[config.mk]
export PLATFORM = sky130hd
export DESIGN_NAME = countdown_timer_with_alarm_core
export DESIGN_NICKNAME = d
export VERILOG_FILES = /design/src/cdt_pkg.sv /design/src/countdown_timer_with_alarm_core.sv
export SDC_FILE = /design/constraint.sdc
export NUM_CORES = 2
export LEC_CHECK = 0
export ABC_AREA = 0
export BUFFER_PORTS_ARGS = -buffer_cell sky130_fd_sc_hd__buf_4
export CORE_MARGIN = 5
export CORE_UTILIZATION = 65
export DETAILED_ROUTE_END_ITERATION = 10
export PLACE_DENSITY_LB_ADDON = 0.08
export SKIP_LAST_GASP = 1
export SLEW_MARGIN = 20
export SYNTH_ARGS = -nofsm -noshare
export SYNTH_HDL_FRONTEND = slang
export SYNTH_SLANG_ARGS = --single-unit
[constraint.sdc]
create_clock -name clk -period 16.25 [get_ports clk]
set_clock_uncertainty 0.1 [all_clocks]
set_input_delay 1.625 -clock clk [delete_from_list [all_inputs] [get_ports clk]]
set_output_delay 1.625 -clock clk [all_outputs]
set_load 0.1 [all_outputs]
[src/cdt_pkg.sv]
// Shared constants for the countdown timer with alarm.
`timescale 1ns / 1ps
`default_nettype none
package cdt_pkg;

  localparam logic [1:0] MODE_SET   = 2'd0;
  localparam logic [1:0] MODE_RUN   = 2'd1;
  localparam logic [1:0] MODE_PAUSE = 2'd2;
  localparam logic [1:0] MODE_ALARM = 2'd3;

  localparam logic OP_KEY  = 1'b0;
  localparam logic OP_TICK = 1'b1;

  localparam logic FIELD_MIN = 1'b0;

  localparam logic [2:0] KEY_OTHER  = 3'd0;
  localparam logic [2:0] KEY_DIGIT  = 3'd1;
  localparam logic [2:0] KEY_SWITCH = 3'd2;
  localparam logic [2:0] KEY_UP     = 3'd3;
  localparam logic [2:0] KEY_DOWN   = 3'd4;
  localparam logic [2:0] KEY_START  = 3'd5;
  localparam logic [2:0] KEY_RESET  = 3'd6;

  localparam logic       CFG_FLASH_PERIOD = 1'b0;
  localparam logic       CFG_RING_PERIOD  = 1'b1;

  localparam logic [15:0] FLASH_PERIOD_RST = 16'd400;
  localparam logic [15:0] RING_PERIOD_RST  = 16'd900;

  localparam logic [3:0]  DIGIT_MAX   = 4'd9;
  localparam logic [6:0]  MINUTES_MAX = 7'd99;
  localparam logic [5:0]  SECONDS_MAX = 6'd59;
  localparam logic [9:0]  MS_PER_SEC  = 10'd1000;
  localparam logic [9:0]  MS_ROUND_UP = 10'd999;

  // ceil(x / 1000) = ((x + 999) * RECIP_1000) >> RECIP_SHIFT, exact for x < 2^24
  localparam logic [23:0] RECIP_1000  = 24'd8589935;
  localparam int          RECIP_SHIFT = 33;

endpackage
`default_nettype wire

[src/countdown_timer_with_alarm_core.sv]
// Countdown timer with alarm: key and tick requests in, one status result out per request.
//
// Usage:
//   Requests (op, key_class, digit_value, key_is_repeat, now_ms, audio_idle) enter on a
//   valid/ready channel; each one yields exactly one result (mode, set duration, field,
//   remaining and total ms, flash phase, beep and stop requests, acted) on a valid/ready
//   output channel.
//   A request is taken into an input register, evaluated in one pass against the timer
//   state, and its result is then registered in the output register, where out_valid
//   rises; throughput is one request per cycle while the receiver keeps taking results.
//   The longest path is the elapsed-time subtract, saturate and the reciprocal multiply
//   that rounds the remaining time up to whole seconds.
//   Configuration (flash and ring periods) is written through cfg_we/cfg_index/cfg_data by
//   the user only while the block is idle; the block does not enforce this. Both periods
//   return to 400 ms and 900 ms at reset. rst is synchronous: it empties both stages and
//   returns the timer to set mode with zero duration.
//   When the receiver stalls, the result holds in the output register, the input
//   register holds the next request, and in_ready drops once both are full.
`timescale 1ns / 1ps
`default_nettype none
module countdown_timer_with_alarm_core (
  input  wire         clk,
  input  wire         rst,
  input  wire         cfg_we,
  input  wire         cfg_index,
  input  wire  [15:0] cfg_data,
  input  wire         in_valid,
  output logic        in_ready,
  input  wire         op,
  input  wire  [2:0]  key_class,
  input  wire  [3:0]  digit_value,
  input  wire         key_is_repeat,
  input  wire  [31:0] now_ms,
  input  wire         audio_idle,
  output logic        out_valid,
  input  wire         out_ready,
  output logic [1:0]  mode,
  output logic [6:0]  minutes_set,
  output logic [5:0]  seconds_set,
  output logic        selected_field,
  output logic [22:0] remaining_ms,
  output logic [22:0] run_total_ms,
  output logic        flash_state,
  output logic        beep_request,
  output logic        audio_stop,
  output logic        acted
);

  function automatic logic [3:0] mod10(input logic [6:0] x);
    logic [14:0] p;
    logic [3:0]  q;
    p = 15'(x) * 15'd205;
    q = p[14:11];
    return 4'(x - 7'({3'd0, q} * 7'd10));
  endfunction

  logic        flash_period_zero_unused;
  logic [15:0] flash_period;
  logic [15:0] ring_period;

  logic        req_valid;
  logic        req_op;
  logic [2:0]  req_class;
  logic [3:0]  req_digit;
  logic        req_repeat;
  logic [31:0] req_now;
  logic        req_idle;

  logic [1:0]  mode_state, mode_state_next;
  logic [6:0]  minutes, minutes_next;
  logic [5:0]  seconds, seconds_next;
  logic        field, field_next;
  logic [22:0] remain, remain_next;
  logic [12:0] remain_sec, remain_sec_next;
  logic [22:0] seg_remain, seg_remain_next;
  logic [22:0] total, total_next;
  logic [31:0] seg_time, seg_time_next;
  logic        flash, flash_next;
  logic [31:0] flash_time, flash_time_next;
  logic [31:0] beep_time, beep_time_next;
  logic        beep_v, stop_v, acted_v;

  logic        advance;
  logic [3:0]  dig_sat;
  logic [6:0]  sec_typed;
  logic [31:0] elapsed;
  logic [22:0] left;
  logic [23:0] left_sum;
  logic [47:0] left_prod;
  logic [12:0] left_sec;
  logic [12:0] set_sec;
  logic [22:0] dur;

  assign flash_period_zero_unused = 1'b0;
  assign advance  = req_valid && (!out_valid || out_ready);
  assign in_ready = !req_valid || advance;

  always_ff @(posedge clk) begin
    if (rst) begin
      flash_period <= cdt_pkg::FLASH_PERIOD_RST;
      ring_period  <= cdt_pkg::RING_PERIOD_RST;
    end else if (cfg_we) begin
      if (cfg_index == cdt_pkg::CFG_FLASH_PERIOD) begin
        flash_period <= cfg_data;
      end else begin
        ring_period <= cfg_data;
      end
    end
  end

  always_ff @(posedge clk) begin
    if (rst) begin
      req_valid <= 1'b0;
    end else if (in_ready) begin
      req_valid <= in_valid;
    end
  end

  always_ff @(posedge clk) begin
    if (in_valid && in_ready) begin
      req_op     <= op;
      req_class  <= key_class;
      req_digit  <= digit_value;
      req_repeat <= key_is_repeat;
      req_now    <= now_ms;
      req_idle   <= audio_idle;
    end
  end

  // time left in the current run segment, and that time rounded up to seconds
  always_comb begin
    elapsed = req_now - seg_time;
    if (elapsed >= {9'd0, seg_remain}) begin
      left = '0;
    end else begin
      left = seg_remain - elapsed[22:0];
    end
    left_sum  = {1'b0, left} + {14'd0, cdt_pkg::MS_ROUND_UP};
    left_prod = 48'(left_sum) * 48'(cdt_pkg::RECIP_1000);
    left_sec  = left_prod[cdt_pkg::RECIP_SHIFT +: 13];
  end

  always_comb begin
    dig_sat   = (req_digit > cdt_pkg::DIGIT_MAX) ? cdt_pkg::DIGIT_MAX : req_digit;
    sec_typed = 7'({3'd0, mod10({1'b0, seconds})} * 7'd10) + {3'd0, dig_sat};
    set_sec   = 13'({6'd0, minutes} * 13'd60) + {7'd0, seconds};
    dur       = 23'({10'd0, set_sec} * {13'd0, cdt_pkg::MS_PER_SEC});
  end

  always_comb begin
    mode_state_next = mode_state;
    minutes_next    = minutes;
    seconds_next    = seconds;
    field_next      = field;
    remain_next     = remain;
    remain_sec_next = remain_sec;
    seg_remain_next = seg_remain;
    total_next      = total;
    seg_time_next   = seg_time;
    flash_next      = flash;
    flash_time_next = flash_time;
    beep_time_next  = beep_time;
    beep_v          = 1'b0;
    stop_v          = 1'b0;
    acted_v         = 1'b0;
    if (req_op == cdt_pkg::OP_KEY) begin
      if (mode_state == cdt_pkg::MODE_ALARM) begin
        stop_v          = !req_idle;
        mode_state_next = cdt_pkg::MODE_SET;
        acted_v         = 1'b1;
      end else if (req_repeat &&
                   !(req_class inside {cdt_pkg::KEY_UP, cdt_pkg::KEY_DOWN})) begin
        acted_v = 1'b0;
      end else begin
        case (req_class)
          cdt_pkg::KEY_DIGIT: begin
            if (mode_state == cdt_pkg::MODE_SET) begin
              if (field == cdt_pkg::FIELD_MIN) begin
                minutes_next = 7'({3'd0, mod10(minutes)} * 7'd10) + {3'd0, dig_sat};
              end else if (sec_typed > {1'b0, cdt_pkg::SECONDS_MAX}) begin
                seconds_next = cdt_pkg::SECONDS_MAX;
              end else begin
                seconds_next = sec_typed[5:0];
              end
              acted_v = 1'b1;
            end
          end
          cdt_pkg::KEY_SWITCH: begin
            if (mode_state == cdt_pkg::MODE_SET) begin
              field_next = !field;
              acted_v    = 1'b1;
            end
          end
          cdt_pkg::KEY_UP, cdt_pkg::KEY_DOWN: begin
            if (mode_state == cdt_pkg::MODE_SET) begin
              if (field == cdt_pkg::FIELD_MIN) begin
                if (req_class == cdt_pkg::KEY_UP) begin
                  minutes_next = (minutes == cdt_pkg::MINUTES_MAX) ? '0 : minutes + 7'd1;
                end else begin
                  minutes_next = (minutes == '0) ? cdt_pkg::MINUTES_MAX : minutes - 7'd1;
                end
              end else begin
                if (req_class == cdt_pkg::KEY_UP) begin
                  seconds_next = (seconds == cdt_pkg::SECONDS_MAX) ? '0 : seconds + 6'd1;
                end else begin
                  seconds_next = (seconds == '0) ? cdt_pkg::SECONDS_MAX : seconds - 6'd1;
                end
              end
              acted_v = 1'b1;
            end
          end
          cdt_pkg::KEY_START: begin
            acted_v = 1'b1;
            if (mode_state == cdt_pkg::MODE_RUN) begin
              remain_next     = left;
              remain_sec_next = left_sec;
              mode_state_next = cdt_pkg::MODE_PAUSE;
            end else if (mode_state == cdt_pkg::MODE_SET) begin
              if (dur != '0) begin
                seg_remain_next = dur;
                total_next      = dur;
                remain_next     = dur;
                remain_sec_next = set_sec;
                seg_time_next   = req_now;
                mode_state_next = cdt_pkg::MODE_RUN;
              end
            end else if (mode_state == cdt_pkg::MODE_PAUSE) begin
              seg_remain_next = remain;
              seg_time_next   = req_now;
              mode_state_next = cdt_pkg::MODE_RUN;
            end
          end
          cdt_pkg::KEY_RESET: begin
            stop_v = !req_idle;
            if (mode_state == cdt_pkg::MODE_SET) begin
              minutes_next = '0;
              seconds_next = '0;
            end
            mode_state_next = cdt_pkg::MODE_SET;
            acted_v         = 1'b1;
          end
          default: begin
            acted_v = flash_period_zero_unused;
          end
        endcase
      end
    end else begin
      if (mode_state == cdt_pkg::MODE_RUN) begin
        if (left == '0) begin
          remain_next     = '0;
          remain_sec_next = '0;
          mode_state_next = cdt_pkg::MODE_ALARM;
          flash_next      = 1'b1;
          flash_time_next = req_now;
          beep_v          = req_idle;
          beep_time_next  = req_now;
          acted_v         = 1'b1;
        end else begin
          acted_v         = (left_sec != remain_sec);
          remain_next     = left;
          remain_sec_next = left_sec;
        end
      end else if (mode_state == cdt_pkg::MODE_ALARM) begin
        if ((req_now - flash_time) >= {16'd0, flash_period}) begin
          flash_time_next = req_now;
          flash_next      = !flash;
          acted_v         = 1'b1;
        end
        if (((req_now - beep_time) >= {16'd0, ring_period}) && req_idle) begin
          beep_v         = 1'b1;
          beep_time_next = req_now;
        end
      end
    end
  end

  always_ff @(posedge clk) begin
    if (rst) begin
      mode_state <= cdt_pkg::MODE_SET;
      minutes    <= '0;
      seconds    <= '0;
      field      <= cdt_pkg::FIELD_MIN;
      remain     <= '0;
      remain_sec <= '0;
      seg_remain <= '0;
      total      <= '0;
      seg_time   <= '0;
      flash      <= 1'b0;
      flash_time <= '0;
      beep_time  <= '0;
    end else if (advance) begin
      mode_state <= mode_state_next;
      minutes    <= minutes_next;
      seconds    <= seconds_next;
      field      <= field_next;
      remain     <= remain_next;
      remain_sec <= remain_sec_next;
      seg_remain <= seg_remain_next;
      total      <= total_next;
      seg_time   <= seg_time_next;
      flash      <= flash_next;
      flash_time <= flash_time_next;
      beep_time  <= beep_time_next;
    end
  end

  always_ff @(posedge clk) begin
    if (rst) begin
      out_valid <= 1'b0;
    end else if (advance) begin
      out_valid <= 1'b1;
    end else if (out_ready) begin
      out_valid <= 1'b0;
    end
  end

  always_ff @(posedge clk) begin
    if (advance) begin
      mode           <= mode_state_next;
      minutes_set    <= minutes_next;
      seconds_set    <= seconds_next;
      selected_field <= field_next;
      remaining_ms   <= remain_next;
      run_total_ms   <= total_next;
      flash_state    <= flash_next;
      beep_request   <= beep_v;
      audio_stop     <= stop_v;
      acted          <= acted_v;
    end
  end

endmodule
`default_nettype wire

==> flow_summary.json <==
{
  "p_sw_mw": 0.973,
  "synth_area_leaders": "ha_1, fa_1, dfxtp_1",
  "path_common_cell": "inv_1",
  "cts_buffers": 40,
  "drc": 0,
  "cts_buffer_depth": 3,
  "r2r-start": "req_now[0]",
  "insertedDiodeCount": 0,
  "switching_share": 0.360,
  "synth_edf_count": 108,
  "grt_pass1_wl_mm": 164,
  "drtIter0Drc": 2536,
  "ctsResizeCount": 0,
  "min_to": "total[1]",
  "postCtsHoldBufs": 0,
  "min_from": "total[1]",
  "synth-seq-area-share": 0.209,
  "final_area_sq_um": 40400,
  "post-route-min-period_ps": 15070,
  "vias": 31300,
  "critical_path_class": "register to register",
  "yosysUniqueCellTypes": 100,
  "wirelength_mm": 103,
  "syn_nets": 5289,
  "port_buffers": 131,
  "fin_nets": 5349,
  "yosys.area.top_type": "ha_1",
  "cp.required_ps": 16440,
  "synth_top_area_frac": 0.191,
  "drv_slew": 0,
  "p_int_mw": 1.73,
  "max_freq_ghz": 0.0664,
  "setup_viol": 0,
  "grt_start_max_net_pins": 148,
  "slowest_delay_ps": 580,
  "grt.overflow.total": 0,
  "ant_nets": 0,
  "cts.root.buffer_cell": "clkbuf_16",
  "dp.final_hpwl_mm": 81.4,
  "clkSlewWorstSetupHoldPaths_ps": 60,
  "htree_levels": 2,
  "antenna_found_initial": 1,
  "die_w_um": 250,
  "layout_setup_ws_ps": 1180,
  "worstPathArrival_ps": 15260,
  "die_area_sq_um": 62500,
  "die_h_um": 250,
  "core_sq_um": 57400,
  "grt_pass1_vias": 30400,
  "status": "finished, final reports clean",
  "p_comb_frac": 0.313,
  "post-place-ws_ps": 1460,
  "drive_gt1_frac": 0.0658,
  "whs_ps": 353,
  "reg2reg_depth": 57,
  "clkSinkCount": 337,
  "yosys_most_used_dff": "dfxtp_1",
  "power_density_nw_per_um2": 66.9,
  "fin_crit_sh": 0.927,
  "stdcell_count": 5266,
  "tns_ps": 0,
  "critPathSlowestCell": "xor2_1",
  "synth.cell_area_sq_um": 37400,
  "start_kind": "register",
  "first_pass_iters": 6,
  "slew_headroom": 0.266,
  "synth-seq-cells": 337,
  "gp_congestion": 1.02,
  "cp-end-kind": "register",
  "dp_cells": 5192,
  "fp-row-count": 88,
  "hold_depth": 1,
  "r2r_slack_ps": 1180,
  "seq_power_share": 0.345,
  "drv_cap": 0,
  "synthArstFlopShare": 0,
  "rsz0062_at_grt": "false",
  "worstSkewPairLatency_ps": 570,
  "worstHoldPathType": "register to register",
  "cts_tree": "built",
  "tightest_slew_ps": 1100,
  "syn-instance-count": 4409,
  "cts_setup_buffers": 0,
  "avgSynthCellArea_sq_um": 8.49,
  "viasPerCell": 5.95,
  "fillers": 4757,
  "ys_warn_count": 0,
  "ioPinCount": 132,
  "placed_area_sq_um": 39100,
  "start_util": 0.652,
  "ir_worst_vdd_v": 0.0000914,
  "syn2layout_area_growth_pct": 7.96,
  "grtUsageTotal": 0.323,
  "reg2reg_to": "acted",
  "pwr-share-clk": 0.342,
  "wire_per_inst_um": 19.6,
  "hold_violations": 0,
  "p_leak_nw": 19.0,
  "critPathMaxFanout": 19
}
placed cells by master, fill, tap and decap left out, types with 108 or more instances in the layout:
cell type	count
inv_1	714
ha_1	571
nand2_1	455
a21oi_1	293
nor2_1	276
fa_1	245
dfxtp_1	229
o21ai_0	174
buf_4	159
xnor2_1	127
edfxtp_1	108
worst max path at each step:
stage | slack [ps] | from | cells after the start | to
6_report | 1180 | req_now[0] | 57 | acted
5_1_grt | 170 | req_now[0] | 57 | acted
4_1_cts | 1360 | req_now[0] | 57 | acted
3_5_place_dp | 1460 | req_now[0] | 57 | acted
3_3_place_gp | 1850 | req_now[0] | 57 | acted
2_1_floorplan | 3130 | req_now[0] | 58 | acted
cell families (layout without fill, tap and decap cells):
logic type,count (synthesis),in the layout,share of synthesized area
XOR/XNOR,196,196,0.0470
AO/OA/AOI/OAI,961,961,0.168
adder cells (fa/ha/maj),817,817,0.322
buffers and inverters,861,953,0.0874
flip-flops,337,337,0.209
multiplexers,83,83,0.0225
AND/OR/NAND/NOR,1154,1154,0.143
worst max-delay path, delay by kind of cell, from the launching register on:
| kind | cells | cell delay [ps] |
|---|---|---|
| xor gates and xnor gates | 2 | 760 |
| DFF | 1 | 420 |
| AOI/OAI and AO/OA | 14 | 3610 |
| adders and majority gates | 12 | 4870 |
| buffers and inverters | 10 | 1170 |
| and+or+nand+nor | 19 | 3830 |
cell usage after synthesis (all sizes together) (10+ instances only):
library cell	count
and2	40
nand2	455
and3	30
o21a	28
fa	245
o21ai	193
dfxtp	229
a21o	100
a31oi	33
a22oi	12
nor3	51
and4	10
nor4	15
mux2i	73
nand2b	39
a211oi	60
o211a	12
a21boi	13
edfxtp	108
xor2	64
o211ai	31
o22ai	16
nor2b	40
inv	718
nor2	277
o31ai	12
nor3b	11
a311oi	16
xnor2	129
ha	571
buf	39
nand3	75
a21oi	296
mux2	10
nand4	36
or2	16
clkbuf	104
or3	30
o21bai	19
per-layer routing:
metal	wire (um)	GRT usage	vias to the layer above	share of wire
li1	-	-	15100	-
met1	43400	0.441	14900	0.42
met2	47200	0.528	1122	0.46
met3	8460	0.0539	210	0.082
met4	3880	0.107	2	0.038
met5	13	0	-	0.00013
power by group through the flow:
stage	sequential (mW)	combinational (mW)	clock [mW]
2_1_floorplan	1.00	0.540	0
3_3_place_gp	0.950	0.823	0
3_5_place_dp	0.951	0.833	0
4_1_cts	0.933	0.838	0.936
5_1_grt	0.937	0.930	0.971
6_report	0.934	0.846	0.924
through the flow:
step / power (mW) / util
floorplan: 1.54 / -
CTS: 2.71 / 0.704
finish: 2.70 / 0.704
global placement: 1.77 / 0.681
global route: 2.84 / 0.704
detailed placement: 1.78 / 0.681
sequential cells by signal, indices dropped and copies added (netlist names), 2 cells and up:
signal / cells
seg_remain: 23
minutes: 7
req_now: 32
req_class: 3
req_digit: 4
seconds: 6
minutes_set: 7
beep_time: 32
mode: 2
remain: 23
flash_period: 16
flash_time: 32
mode_state: 2
seg_time: 32
run_total_ms: 23
total: 23
remaining_ms: 23
ring_period: 16
remain_sec: 13
seconds_set: 6
layout make-up:
cell class | instances | area, sq um | share of cell area
multi-input cells | 3211 | 26400 | 0.652
flip-flops and latches | 337 | 7830 | 0.194
inverters | 718 | 2700 | 0.0668
repair buffers | 161 | 1220 | 0.0303
clock buffers | 53 | 1120 | 0.0278
well taps | 765 | 957 | 0.0237
clock inverters | 21 | 210 | 0.00520
Note: power is estimated with default switching activity, not from simulation.
